## config.mk

```make
export PLATFORM = sky130hd
export DESIGN_NAME = fractional_baud_divisor_calc
export DESIGN_NICKNAME = d
export VERILOG_FILES = /design/src/rtl/core/fbdc_pkg.sv /design/src/rtl/core/fbdc_div_stage.sv /design/src/rtl/core/fbdc_divider.sv /design/src/rtl/core/fractional_baud_divisor_calc.sv
export VERILOG_INCLUDE_DIRS = /design/src /design/src/rtl/core
export SDC_FILE = /design/constraint.sdc
export NUM_CORES = 2
export LEC_CHECK = 0
export ABC_AREA = 0
export ABC_CLOCK_PERIOD_IN_PS = 391700
export BUFFER_PORTS_ARGS = -buffer_cell sky130_fd_sc_hd__buf_4
export CAP_MARGIN = 15
export CORE_UTILIZATION = 50
export DETAILED_ROUTE_END_ITERATION = 8
export PLACE_DENSITY = 0.73
export SYNTH_ARGS = -nofsm -noshare
export SYNTH_HDL_FRONTEND = slang
export SYNTH_HIERARCHICAL = 1
export SYNTH_SLANG_ARGS = --single-unit
```

## constraint.sdc

```tcl
create_clock -name clk -period 391.7 [get_ports clk]
set_clock_uncertainty 0.1 [all_clocks]
set_input_delay 97.925 -clock clk [delete_from_list [all_inputs] [get_ports clk]]
set_output_delay 97.925 -clock clk [all_outputs]
set_load 0.05 [all_outputs]
```

## src/rtl/core/fractional_baud_divisor_calc_assert.svh

```systemverilog
// Assertion macros for the fractional baud divisor calculator.
// Depends on nothing; included by the RTL files that carry assertions.
`ifndef FRACTIONAL_BAUD_DIVISOR_CALC_ASSERT_SVH
`define FRACTIONAL_BAUD_DIVISOR_CALC_ASSERT_SVH

// Same-cycle implication, disabled while reset is asserted.
`define FBDC_ASSERT_IMPL(label, clk, rst_n, ante, cons, msg) \
	label: assert property (@(posedge clk) disable iff (!(rst_n)) (ante) |-> (cons)) \
		else $error(msg);

// Next-cycle implication, disabled while reset is asserted.
`define FBDC_ASSERT_NEXT(label, clk, rst_n, ante, cons, msg) \
	label: assert property (@(posedge clk) disable iff (!(rst_n)) (ante) |=> (cons)) \
		else $error(msg);

`endif

```

## src/rtl/core/fbdc_pkg.sv

```systemverilog
// Shared widths, codes, reset values and side-band types of the baud divisor calculator.
// Depends on nothing; imported by every module of the block.
package fbdc_pkg;

	localparam int BAUD_W   = 22;
	localparam int CLK_W    = 27;
	localparam int MUL_W    = 2;
	localparam int DL_W     = 16;
	localparam int BYTE_W   = 8;
	localparam int FRAC_W   = 11;
	localparam int WORD_W   = 16;
	localparam int STATUS_W = 2;

	localparam int IN_DATA_W  = 24;
	localparam int OUT_DATA_W = 64;
	localparam int OUT_USED_W = DL_W + 2 * BYTE_W + FRAC_W + WORD_W;
	localparam int OUT_PAD_W  = OUT_DATA_W - OUT_USED_W;

	// First division: clock_hz / (32 * (M + 1) * baud)
	localparam int DIV1_SHIFT = 5;
	localparam int DIV1_NUM_W = CLK_W;
	localparam int DIV1_DEN_W = BAUD_W + MUL_W + 1 + DIV1_SHIFT;
	localparam int DIV1_QUO_W = CLK_W - DIV1_SHIFT;

	// Second division: 64 * clock_hz / (baud * DL)
	localparam int DIV2_SHIFT = 6;
	localparam int DIV2_NUM_W = CLK_W + DIV2_SHIFT;
	localparam int DIV2_DEN_W = BAUD_W + DL_W;
	localparam int DIV2_QUO_W = FRAC_W + MUL_W;

	localparam int WORD_PAD_W = WORD_W - 1 - MUL_W - FRAC_W;

	localparam int CFG_IDX_W  = 2;
	localparam int CFG_DATA_W = CLK_W;
	localparam logic [CFG_IDX_W-1:0] CFG_CLOCK_HZ  = 2'd0;
	localparam logic [CFG_IDX_W-1:0] CFG_FRAC_MULT = 2'd1;

	localparam logic [CLK_W-1:0] CLOCK_HZ_RST  = 27'd41779200;
	localparam logic [MUL_W-1:0] FRAC_MULT_RST = 2'd1;

	localparam int DIVISOR_LIMIT_DEF = 65000;

	localparam logic [STATUS_W-1:0] ST_OK       = 2'd0;
	localparam logic [STATUS_W-1:0] ST_NO_DIV   = 2'd1;
	localparam logic [STATUS_W-1:0] ST_TOO_HIGH = 2'd2;

	// Side band carried through the first divider
	typedef struct packed {
		logic [BAUD_W-1:0] baud;
		logic [CLK_W-1:0]  clk_hz;
		logic [MUL_W-1:0]  mult;
	} side1_t;

	// Side band carried through the second divider
	typedef struct packed {
		logic [DL_W-1:0]  dl;
		logic [MUL_W-1:0] mult;
		logic             no_div;
	} side2_t;

endpackage

```

## src/rtl/core/fbdc_div_stage.sv

```systemverilog
// One restoring-division step: resolves a single quotient bit and registers the result.
// Depends on fbdc_pkg for default widths.
module fbdc_div_stage import fbdc_pkg::*; #(
	parameter int NUM_W  = DIV1_NUM_W,
	parameter int DEN_W  = DIV1_DEN_W,
	parameter int QUO_W  = DIV1_QUO_W,
	parameter int BIT    = 0,
	parameter int SIDE_W = $bits(side1_t)
) (
	input  logic              clk,
	input  logic              arst_n,
	input  logic              en,
	input  logic              in_valid,
	input  logic [NUM_W-1:0]  in_rem,
	input  logic [DEN_W-1:0]  in_den,
	input  logic [QUO_W-1:0]  in_quo,
	input  logic [SIDE_W-1:0] in_side,
	output logic              out_valid,
	output logic [NUM_W-1:0]  out_rem,
	output logic [DEN_W-1:0]  out_den,
	output logic [QUO_W-1:0]  out_quo,
	output logic [SIDE_W-1:0] out_side
);

	localparam int CW = (NUM_W > DEN_W) ? NUM_W : DEN_W;
	localparam int WW = CW + QUO_W;

	logic [CW-1:0]     rem_hi;
	logic              take;
	logic [WW-1:0]     den_sh;
	logic [NUM_W-1:0]  rem_nx;
	logic [QUO_W-1:0]  quo_nx;

	logic              valid_q;
	logic [NUM_W-1:0]  rem_q;
	logic [DEN_W-1:0]  den_q;
	logic [QUO_W-1:0]  quo_q;
	logic [SIDE_W-1:0] side_q;

	// rem >= den << BIT, compared without widening the remainder
	always_comb begin
		rem_hi = CW'(in_rem >> BIT);
		take   = rem_hi >= CW'(in_den);
		den_sh = WW'(in_den) << BIT;
		rem_nx = take ? (in_rem - den_sh[NUM_W-1:0]) : in_rem;
		quo_nx = in_quo;
		quo_nx[BIT] = take;
	end

	always_ff @(posedge clk or negedge arst_n) begin
		if (!arst_n) begin
			valid_q <= 1'b0;
		end else if (en) begin
			valid_q <= in_valid;
		end
	end

	always_ff @(posedge clk) begin
		if (en) begin
			rem_q  <= rem_nx;
			den_q  <= in_den;
			quo_q  <= quo_nx;
			side_q <= in_side;
		end
	end

	assign out_valid = valid_q;
	assign out_rem   = rem_q;
	assign out_den   = den_q;
	assign out_quo   = quo_q;
	assign out_side  = side_q;

endmodule

```

## src/rtl/core/fbdc_divider.sv

```systemverilog
// Pipelined restoring divider, one quotient bit per register stage, MSB first.
// Depends on fbdc_pkg and fbdc_div_stage.
module fbdc_divider import fbdc_pkg::*; #(
	parameter int NUM_W  = DIV1_NUM_W,
	parameter int DEN_W  = DIV1_DEN_W,
	parameter int QUO_W  = DIV1_QUO_W,
	parameter int SIDE_W = $bits(side1_t)
) (
	input  logic              clk,
	input  logic              arst_n,
	input  logic              en,
	input  logic              in_valid,
	input  logic [NUM_W-1:0]  num,
	input  logic [DEN_W-1:0]  den,
	input  logic [SIDE_W-1:0] in_side,
	output logic              out_valid,
	output logic [QUO_W-1:0]  quo,
	output logic [SIDE_W-1:0] out_side
);

	logic              vld_c  [0:QUO_W];
	logic [NUM_W-1:0]  rem_c  [0:QUO_W];
	logic [DEN_W-1:0]  den_c  [0:QUO_W];
	logic [QUO_W-1:0]  quo_c  [0:QUO_W];
	logic [SIDE_W-1:0] side_c [0:QUO_W];

	assign vld_c[0]  = in_valid;
	assign rem_c[0]  = num;
	assign den_c[0]  = den;
	assign quo_c[0]  = '0;
	assign side_c[0] = in_side;

	for (genvar g = 0; g < QUO_W; g++) begin : g_step
		fbdc_div_stage #(
			.NUM_W  (NUM_W),
			.DEN_W  (DEN_W),
			.QUO_W  (QUO_W),
			.BIT    (QUO_W - 1 - g),
			.SIDE_W (SIDE_W)
		) u_step (
			.clk       (clk),
			.arst_n    (arst_n),
			.en        (en),
			.in_valid  (vld_c[g]),
			.in_rem    (rem_c[g]),
			.in_den    (den_c[g]),
			.in_quo    (quo_c[g]),
			.in_side   (side_c[g]),
			.out_valid (vld_c[g+1]),
			.out_rem   (rem_c[g+1]),
			.out_den   (den_c[g+1]),
			.out_quo   (quo_c[g+1]),
			.out_side  (side_c[g+1])
		);
	end

	assign out_valid = vld_c[QUO_W];
	assign quo       = quo_c[QUO_W];
	assign out_side  = side_c[QUO_W];

endmodule

```

## src/rtl/core/fractional_baud_divisor_calc.sv

```systemverilog
// Top level of the fractional baud divisor calculator: config registers, pipeline glue.
// Depends on fbdc_pkg, fbdc_divider and fractional_baud_divisor_calc_assert.svh.
//
//  Port group | Dir | Payload                                  | Transaction when
//  -----------+-----+------------------------------------------+-------------------------
//  s_*        | in  | s_tdata: baud_rate                       | s_tvalid && s_tready
//  m_*        | out | m_tdata: DL, bytes, N, word; tuser: code | m_tvalid && m_tready
//  cfg_*      | in  | cfg_index, cfg_data                      | cfg_valid && cfg_ready
//
// The pipeline has one input stage, 22 stages of the first divider (one quotient bit
// each), two stages for DL and the baud * DL product, 13 stages of the second divider
// and one output register. One transaction enters per cycle unless the output stalls.
// A stall at the output freezes every stage together, so nothing is lost or repeated.
// Reset clears valid bits and loads the register defaults.
`include "fractional_baud_divisor_calc_assert.svh"

module fractional_baud_divisor_calc import fbdc_pkg::*; #(
	parameter int DIVISOR_LIMIT = DIVISOR_LIMIT_DEF
) (
	input  logic                  clk,
	input  logic                  arst_n,
	// s_tdata, from bit 0: baud_rate[21:0], zero pad
	input  logic                  s_tvalid,
	output logic                  s_tready,
	input  logic [IN_DATA_W-1:0]  s_tdata,
	// m_tdata, from bit 0: divisor_latch[15:0], divisor_low_byte[7:0],
	// divisor_high_byte[7:0], fraction_n[10:0], fraction_word[15:0], zero pad
	output logic                  m_tvalid,
	input  logic                  m_tready,
	output logic [OUT_DATA_W-1:0] m_tdata,
	// m_tuser, from bit 0: status[1:0]
	output logic [STATUS_W-1:0]   m_tuser,
	input  logic                  cfg_valid,
	output logic                  cfg_ready,
	input  logic [CFG_IDX_W-1:0]  cfg_index,
	input  logic [CFG_DATA_W-1:0] cfg_data
);

	localparam int DLF_W = DIV1_QUO_W + 1;

	logic [CLK_W-1:0] clock_hz_q;
	logic [MUL_W-1:0] frac_mult_q;

	logic advance;

	logic [BAUD_W-1:0]     baud_in;
	logic [MUL_W:0]        mult_plus;
	logic [DIV1_DEN_W-1:0] den1_in;

	logic                  valid_s1;
	logic [DIV1_DEN_W-1:0] den1_s1;
	side1_t                side1_s1;

	logic                  div1_valid;
	logic [DIV1_QUO_W-1:0] div1_quo;
	logic [$bits(side1_t)-1:0] div1_side_raw;
	side1_t                div1_side;

	logic [DLF_W-1:0]      dl_full;
	logic                  no_div;

	logic                  valid_s2;
	logic [DL_W-1:0]       dl_s2;
	logic                  no_div_s2;
	side1_t                side1_s2;

	logic                  valid_s3;
	logic [DIV2_NUM_W-1:0] num2_s3;
	logic [DIV2_DEN_W-1:0] den2_s3;
	side2_t                side2_s3;

	logic                  div2_valid;
	logic [DIV2_QUO_W-1:0] div2_quo;
	logic [$bits(side2_t)-1:0] div2_side_raw;
	side2_t                div2_side;

	logic [DIV2_QUO_W-1:0] frac_base;
	logic                  too_high;
	logic [FRAC_W-1:0]     n_calc;

	logic                  valid_s4;
	logic [DL_W-1:0]       dl_s4;
	logic [FRAC_W-1:0]     n_s4;
	logic [WORD_W-1:0]     word_s4;
	logic [STATUS_W-1:0]   status_s4;

	// Configuration: always ready, writes beyond the list drop silently
	assign cfg_ready = 1'b1;

	always_ff @(posedge clk or negedge arst_n) begin
		if (!arst_n) begin
			clock_hz_q  <= CLOCK_HZ_RST;
			frac_mult_q <= FRAC_MULT_RST;
		end else if (cfg_valid) begin
			case (cfg_index)
				CFG_CLOCK_HZ:  clock_hz_q  <= cfg_data;
				CFG_FRAC_MULT: frac_mult_q <= cfg_data[MUL_W-1:0];
				default: ;
			endcase
		end
	end

	// Whole pipeline advances when the output register is free or being drained
	assign advance  = !m_tvalid || m_tready;
	assign s_tready = advance;

	// Stage 1: first divisor 32 * (M + 1) * baud
	always_comb begin
		baud_in   = s_tdata[BAUD_W-1:0];
		mult_plus = (MUL_W + 1)'(frac_mult_q) + (MUL_W + 1)'(1);
		den1_in   = (DIV1_DEN_W'(baud_in) * DIV1_DEN_W'(mult_plus)) << DIV1_SHIFT;
	end

	always_ff @(posedge clk or negedge arst_n) begin
		if (!arst_n) begin
			valid_s1 <= 1'b0;
		end else if (advance) begin
			valid_s1 <= s_tvalid;
		end
	end

	always_ff @(posedge clk) begin
		if (advance) begin
			den1_s1         <= den1_in;
			side1_s1.baud   <= baud_in;
			side1_s1.clk_hz <= clock_hz_q;
			side1_s1.mult   <= frac_mult_q;
		end
	end

	// Quotient clock_hz / den1 is below 2^22 whenever baud is nonzero
	fbdc_divider #(
		.NUM_W  (DIV1_NUM_W),
		.DEN_W  (DIV1_DEN_W),
		.QUO_W  (DIV1_QUO_W),
		.SIDE_W ($bits(side1_t))
	) u_div1 (
		.clk       (clk),
		.arst_n    (arst_n),
		.en        (advance),
		.in_valid  (valid_s1),
		.num       (side1_s1.clk_hz),
		.den       (den1_s1),
		.in_side   (side1_s1),
		.out_valid (div1_valid),
		.quo       (div1_quo),
		.out_side  (div1_side_raw)
	);

	assign div1_side = side1_t'(div1_side_raw);

	// Stage 2: DL = quotient + 1, flag zero baud or DL at or above the limit
	always_comb begin
		dl_full = DLF_W'(div1_quo) + DLF_W'(1);
		no_div  = (div1_side.baud == '0) || (32'(dl_full) >= DIVISOR_LIMIT);
	end

	always_ff @(posedge clk or negedge arst_n) begin
		if (!arst_n) begin
			valid_s2 <= 1'b0;
		end else if (advance) begin
			valid_s2 <= div1_valid;
		end
	end

	always_ff @(posedge clk) begin
		if (advance) begin
			dl_s2     <= dl_full[DL_W-1:0];
			no_div_s2 <= no_div;
			side1_s2  <= div1_side;
		end
	end

	// Stage 3: second numerator 64 * clock_hz and divisor baud * DL
	always_ff @(posedge clk or negedge arst_n) begin
		if (!arst_n) begin
			valid_s3 <= 1'b0;
		end else if (advance) begin
			valid_s3 <= valid_s2;
		end
	end

	always_ff @(posedge clk) begin
		if (advance) begin
			num2_s3         <= DIV2_NUM_W'(side1_s2.clk_hz) << DIV2_SHIFT;
			den2_s3         <= DIV2_DEN_W'(side1_s2.baud) * DIV2_DEN_W'(dl_s2);
			side2_s3.dl     <= dl_s2;
			side2_s3.mult   <= side1_s2.mult;
			side2_s3.no_div <= no_div_s2;
		end
	end

	// For a valid DL the scaled quotient stays below 2048 * (M + 1), so 13 bits suffice
	fbdc_divider #(
		.NUM_W  (DIV2_NUM_W),
		.DEN_W  (DIV2_DEN_W),
		.QUO_W  (DIV2_QUO_W),
		.SIDE_W ($bits(side2_t))
	) u_div2 (
		.clk       (clk),
		.arst_n    (arst_n),
		.en        (advance),
		.in_valid  (valid_s3),
		.num       (num2_s3),
		.den       (den2_s3),
		.in_side   (side2_s3),
		.out_valid (div2_valid),
		.quo       (div2_quo),
		.out_side  (div2_side_raw)
	);

	assign div2_side = side2_t'(div2_side_raw);

	// Stage 4: N = scaled - 2048 * M, pick the status, zero every field on error
	always_comb begin
		frac_base = {div2_side.mult, FRAC_W'(0)};
		too_high  = div2_quo < frac_base;
		n_calc    = FRAC_W'(div2_quo - frac_base);
	end

	always_ff @(posedge clk or negedge arst_n) begin
		if (!arst_n) begin
			valid_s4 <= 1'b0;
		end else if (advance) begin
			valid_s4 <= div2_valid;
		end
	end

	always_ff @(posedge clk) begin
		if (advance) begin
			if (div2_side.no_div) begin
				status_s4 <= ST_NO_DIV;
				dl_s4     <= '0;
				n_s4      <= '0;
				word_s4   <= '0;
			end else if (too_high) begin
				status_s4 <= ST_TOO_HIGH;
				dl_s4     <= '0;
				n_s4      <= '0;
				word_s4   <= '0;
			end else begin
				status_s4 <= ST_OK;
				dl_s4     <= div2_side.dl;
				n_s4      <= n_calc;
				word_s4   <= {1'b1, WORD_PAD_W'(0), div2_side.mult, n_calc};
			end
		end
	end

	assign m_tvalid = valid_s4;
	assign m_tuser  = status_s4;
	assign m_tdata  = {OUT_PAD_W'(0), word_s4, n_s4,
		dl_s4[DL_W-1:BYTE_W], dl_s4[BYTE_W-1:0], dl_s4};

	`FBDC_ASSERT_NEXT(a_accept_fills_s1, clk, arst_n, s_tvalid && s_tready, valid_s1, "accepted transaction missing from input stage")
	`FBDC_ASSERT_IMPL(a_ok_dl_nonzero, clk, arst_n, m_tvalid && (m_tuser == ST_OK), m_tdata[DL_W-1:0] != '0, "ok result with zero divisor")
	`FBDC_ASSERT_IMPL(a_ok_dl_limit, clk, arst_n, m_tvalid && (m_tuser == ST_OK), 32'(m_tdata[DL_W-1:0]) < DIVISOR_LIMIT, "ok result with divisor at or above limit")
	`FBDC_ASSERT_IMPL(a_err_zero, clk, arst_n, m_tvalid && (m_tuser != ST_OK), m_tdata == '0, "error result carries nonzero fields")

endmodule
```

* Word level (Yosys, flattened, before mapping)
Index checks and enable logic that the tools add are counted.
** Storage, ports and cells
- Bits in latches :: 0
- Flip-flop bits (word level) :: 3998
- Bits in read-only memories :: 0
- Memory bits (writable) :: 0
- Memories :: 0
** Operators by class
- Bitwise gates (word level) :: 0
- Multiplexer cells :: 35
- Multiply operators :: 2
- Divide/modulo/power cells :: 0
- Reductions and logical operators :: 8
- Add/subtract/negate cells :: 36
- Shifts and indexed selects :: 0
- Equal/unequal tests :: 1
- Magnitude comparators :: 37
** Operators by type and width (number)
- $mux 27 :: 21
- $sub 27x27->27 :: 21
- $mux 33 :: 12
- $sub 33x33->33 :: 12
- $ge 21x38->1 :: 1
- $ge 22x38->1 :: 1
- $ge 23x38->1 :: 1
- $ge 24x38->1 :: 1
- $ge 25x38->1 :: 1
- $ge 26x38->1 :: 1
- $ge 27x38->1 :: 1
- $ge 28x38->1 :: 1
- $ge 29x38->1 :: 1
- $ge 30x38->1 :: 1
- $ge 31x38->1 :: 1
- $ge 32x38->1 :: 1
- $ge 33x38->1 :: 1
- $mul 22x16->38 :: 1
- $ge 10x30->1 :: 1
- $ge 11x30->1 :: 1
- $ge 12x30->1 :: 1
- $ge 13x30->1 :: 1
- $ge 14x30->1 :: 1
- $ge 15x30->1 :: 1
- other kinds (31) :: 33

* Logic depth before layout (Yosys ltp)
- Depth in word-level cells :: 3
- Mapped depth :: 24

* By module
Netlist, hierarchy kept.
** By module, submodules not included
- fractional_baud_divisor_calc :: area each 23477.5 um^2, cells each 2105, times used 1, seq. area each 8644.5 um^2
- fbdc_div_stage (u_div1.g_step[21].u_step) :: area each 5994.5 um^2, cells each 412, times used 1, seq. area each 3928.8 um^2
- fbdc_div_stage (u_div1.g_step[20].u_step) :: area each 5774.3 um^2, cells each 369, times used 1, seq. area each 3928.8 um^2
- fbdc_div_stage (u_div2.g_step[10].u_step) :: area each 5746.8 um^2, cells each 481, times used 1, seq. area each 3118.0 um^2
- fbdc_div_stage (u_div1.g_step[19].u_step) :: area each 5736.8 um^2, cells each 360, times used 1, seq. area each 3928.8 um^2
- fbdc_div_stage (u_div1.g_step[17].u_step) :: area each 5691.7 um^2, cells each 377, times used 1, seq. area each 3928.8 um^2
- fbdc_div_stage (u_div1.g_step[18].u_step) :: area each 5537.8 um^2, cells each 380, times used 1, seq. area each 3928.8 um^2
- fbdc_div_stage (u_div2.g_step[12].u_step) :: area each 5494.0 um^2, cells each 473, times used 1, seq. area each 3118.0 um^2
- fbdc_div_stage (u_div1.g_step[16].u_step) :: area each 5485.3 um^2, cells each 334, times used 1, seq. area each 3928.8 um^2
- fbdc_div_stage (u_div1.g_step[14].u_step) :: area each 5479.0 um^2, cells each 345, times used 1, seq. area each 3928.8 um^2
- fbdc_div_stage (u_div2.g_step[11].u_step) :: area each 5462.7 um^2, cells each 451, times used 1, seq. area each 3118.0 um^2
- fbdc_div_stage (u_div2.g_step[5].u_step) :: area each 5416.4 um^2, cells each 410, times used 1, seq. area each 3118.0 um^2
- fbdc_div_stage (u_div1.g_step[13].u_step) :: area each 5375.2 um^2, cells each 314, times used 1, seq. area each 3928.8 um^2
- fbdc_div_stage (u_div1.g_step[15].u_step) :: area each 5372.7 um^2, cells each 359, times used 1, seq. area each 3928.8 um^2
- +23 rows

* Least setup slack after synthesis
Ideal clock, no wire load.
- Path type :: input -> output
- Start point :: input m_tready
- End point :: output s_tready
- Setup slack :: 88688 ps
- Cell stages on the path :: 1
- Path buffers :: 0
- Arrival time :: 204987 ps
- Cell sequence :: nand2b_1
** Between the ends
- Longest elaborated chain between the ends :: 1
** Ends and longest elaborated chain
- from (decl) :: line fractional_baud_divisor_calc.sv:29 : input logic m_tready,
- $logic_or 1x1->1 :: line fractional_baud_divisor_calc.sv:104 : assign advance = !m_tvalid || m_tready;
- to (decl) :: line fractional_baud_divisor_calc.sv:24 : output logic s_tready,
No other way between the ends.

* Worst setup path after layout
Same ends and word-level chain as after synthesis.

==> impl_metrics.ini <==
[run]
maxCapViolations = 0

[grt]
grt_pass1_vias = 101000
grtUsageMet3 = 0.0203
antenna_found_initial = 6
grtUsageMet2 = 0.328
grt_max_degree = 189
grt_util_met1 = 0.220
grt.overflow.total = 0
top_usage_layer = met2
grt_first_pass_wirelength_mm = 549
grt_usage = 0.182

[floorplanning]
die_y_um = 615
die_x_um = 615
ioPinCount = 127
coreArea_um2 = 373000
start_util = 0.504
fp-row-count = 224
fp.dieArea_um2 = 378000

[worst_setup_path]
worst_setup_path_end_kind = output port
critPathLaunchType = input port
cpPeakStageDelay_ps = 330
cp.arrival_ps = 98670
required_ps = 293670
path_cells = buf_4, nand2b_4, buf_4
path_class = input port to output port
cp_max_fo = 18
cp_common_cell = buf_4
crit_slowest_cell = nand2b_4

[final_layout]
syn_to_final_growth_pct = 10.1
fin_nets = 14500
final_common_cell = edfxtp_1
layout-drive-gt1-share = 0.113
final_cell_mix = 4022 x edfxtp_1, 1297 x inv_1, 851 x ha_1, 849 x nand2_1, 648 x a21oi_1

[clock_network]
htree_levels = 5
root_buffer = clkbuf_16
postCtsSetupRepairBufs = 0
worst_skew_pair.late_latency_ps = 980
clockBufferDepth = 4
holdBufCountCts = 0
cts.sinks = 4090
path_clk_slew_ps = 60
cts_buffers = 402
cts_repair_resize_count = 0
cts_tree = yes

[sta]
max_freq_ghz = 0.00508
hold_viol = 0
post-route-period-util = 0.502
slew_violations = 0
relSlewSlack = 0.187
fin_crit_ps = 196700
tns_ps = 0
rsz0062_at_grt = no
finalSetupViolCount = 0
worst_pin_slew_ps = 1220
holdWs_ps = 279

[detailed_routing]
viasPerCell = 5.41
dr.first_iter.drc_count = 6900
drc_errors = 0
drtPass1Iterations = 8
wire_per_inst_um = 18.9
final_antenna_net_count = 0
wl_mm = 351
num_vias = 101000

[logic_synthesis]
synth_area_per_cell_um2 = 14.5
netlist_instances = 13000
yosysWarnings = 6
netlist_area_um2 = 188000

[place]
dp_hpwl_mm = 246
numPortBuffers = 116
finalWeightedCongestion = 0.903

[run_status]
status = finished clean

[hold_path]
hp-class = flop to flop
layer usage:
layer  wire length (um)  vias to the layer above
met3              13100                      717
met2             178000                     2188
met1             143000                    49100
li1                   -                    48600
met5                 13                        -
met4              16300                        2
critical path, delay by kind of cell:
kind          cells  cell delay (ps)
buf+inv           2              410
simple gates      1              330
layout make-up:
| type | count | area, um^2 |
|---|---|---|
| Fill cell | 29200 | 166000 |
| Tap cell | 4972 | 6220 |
| Clock inverter | 261 | 2820 |
| Antenna cell | 8 | 20.0 |
| Sequential cell | 4090 | 122000 |
| Timing Repair Buffer | 199 | 1530 |
| Multi-Input combinational cell | 7288 | 58500 |
| Inverter | 1304 | 4900 |
| Clock buffer | 475 | 10500 |
final timing paths:
| check | to | slack (ps) | cells after the start | start |
|---|---|---|---|---|
| min in group asynchronous | clock_hz_q[24] | 96970 | 1 | arst_n |
| worst min-delay path | u_div1/g_step[21].u_step/out_quo[10] | 280 | 0 | u_div1/g_step[20].u_step/out_quo[10] |
| max in group asynchronous | clock_hz_q[6] | 293930 | 1 | arst_n |
| worst max register to register | den2_s3[34] | 384180 | 21 | dl_s2[9] |
| worst max-delay path | s_tready | 195000 | 3 | m_tready |
| worst min register to register | u_div1/g_step[21].u_step/out_quo[10] | 280 | 0 | u_div1/g_step[20].u_step/out_quo[10] |
per-stage QoR:
stage	instances	setup slack, ps	util	cell area (um^2)
after floorplan	13000	99050	-	188000
after global placement	17900	195000	0.519	194000
after detailed placement	17900	195000	0.519	194000
after CTS	18600	195000	0.555	207000
after global routing	18600	195000	0.555	207000
final	18600	195000	0.555	207000
sequential cells by signal, indices dropped and copies added, names as in the netlist, 13 cells and up:
signal                          flops
side1_s1                           51
u_div2/g_step.u_step/out_side     247
den2_s3                            38
u_div1/g_step.u_step/out_side    1122
dl_s2                              16
u_div1/g_step.u_step/out_valid     22
clock_hz_q                         27
side2_s3                           19
u_div2/g_step.u_step/out_rem      396
dl_s4                              16
den1_s1                            25
u_div1/g_step.u_step/out_rem      567
u_div1/g_step.u_step/out_den      630
u_div2/g_step.u_step/out_quo       91
u_div2/g_step.u_step/out_valid     13
u_div2/g_step.u_step/out_den      456
num2_s3                            27
side1_s2                           51
u_div1/g_step.u_step/out_quo      253
Power is left out: the tool's default activity adds up to more than one toggle a clock period on the data nets, which glitch-free logic cannot reach.
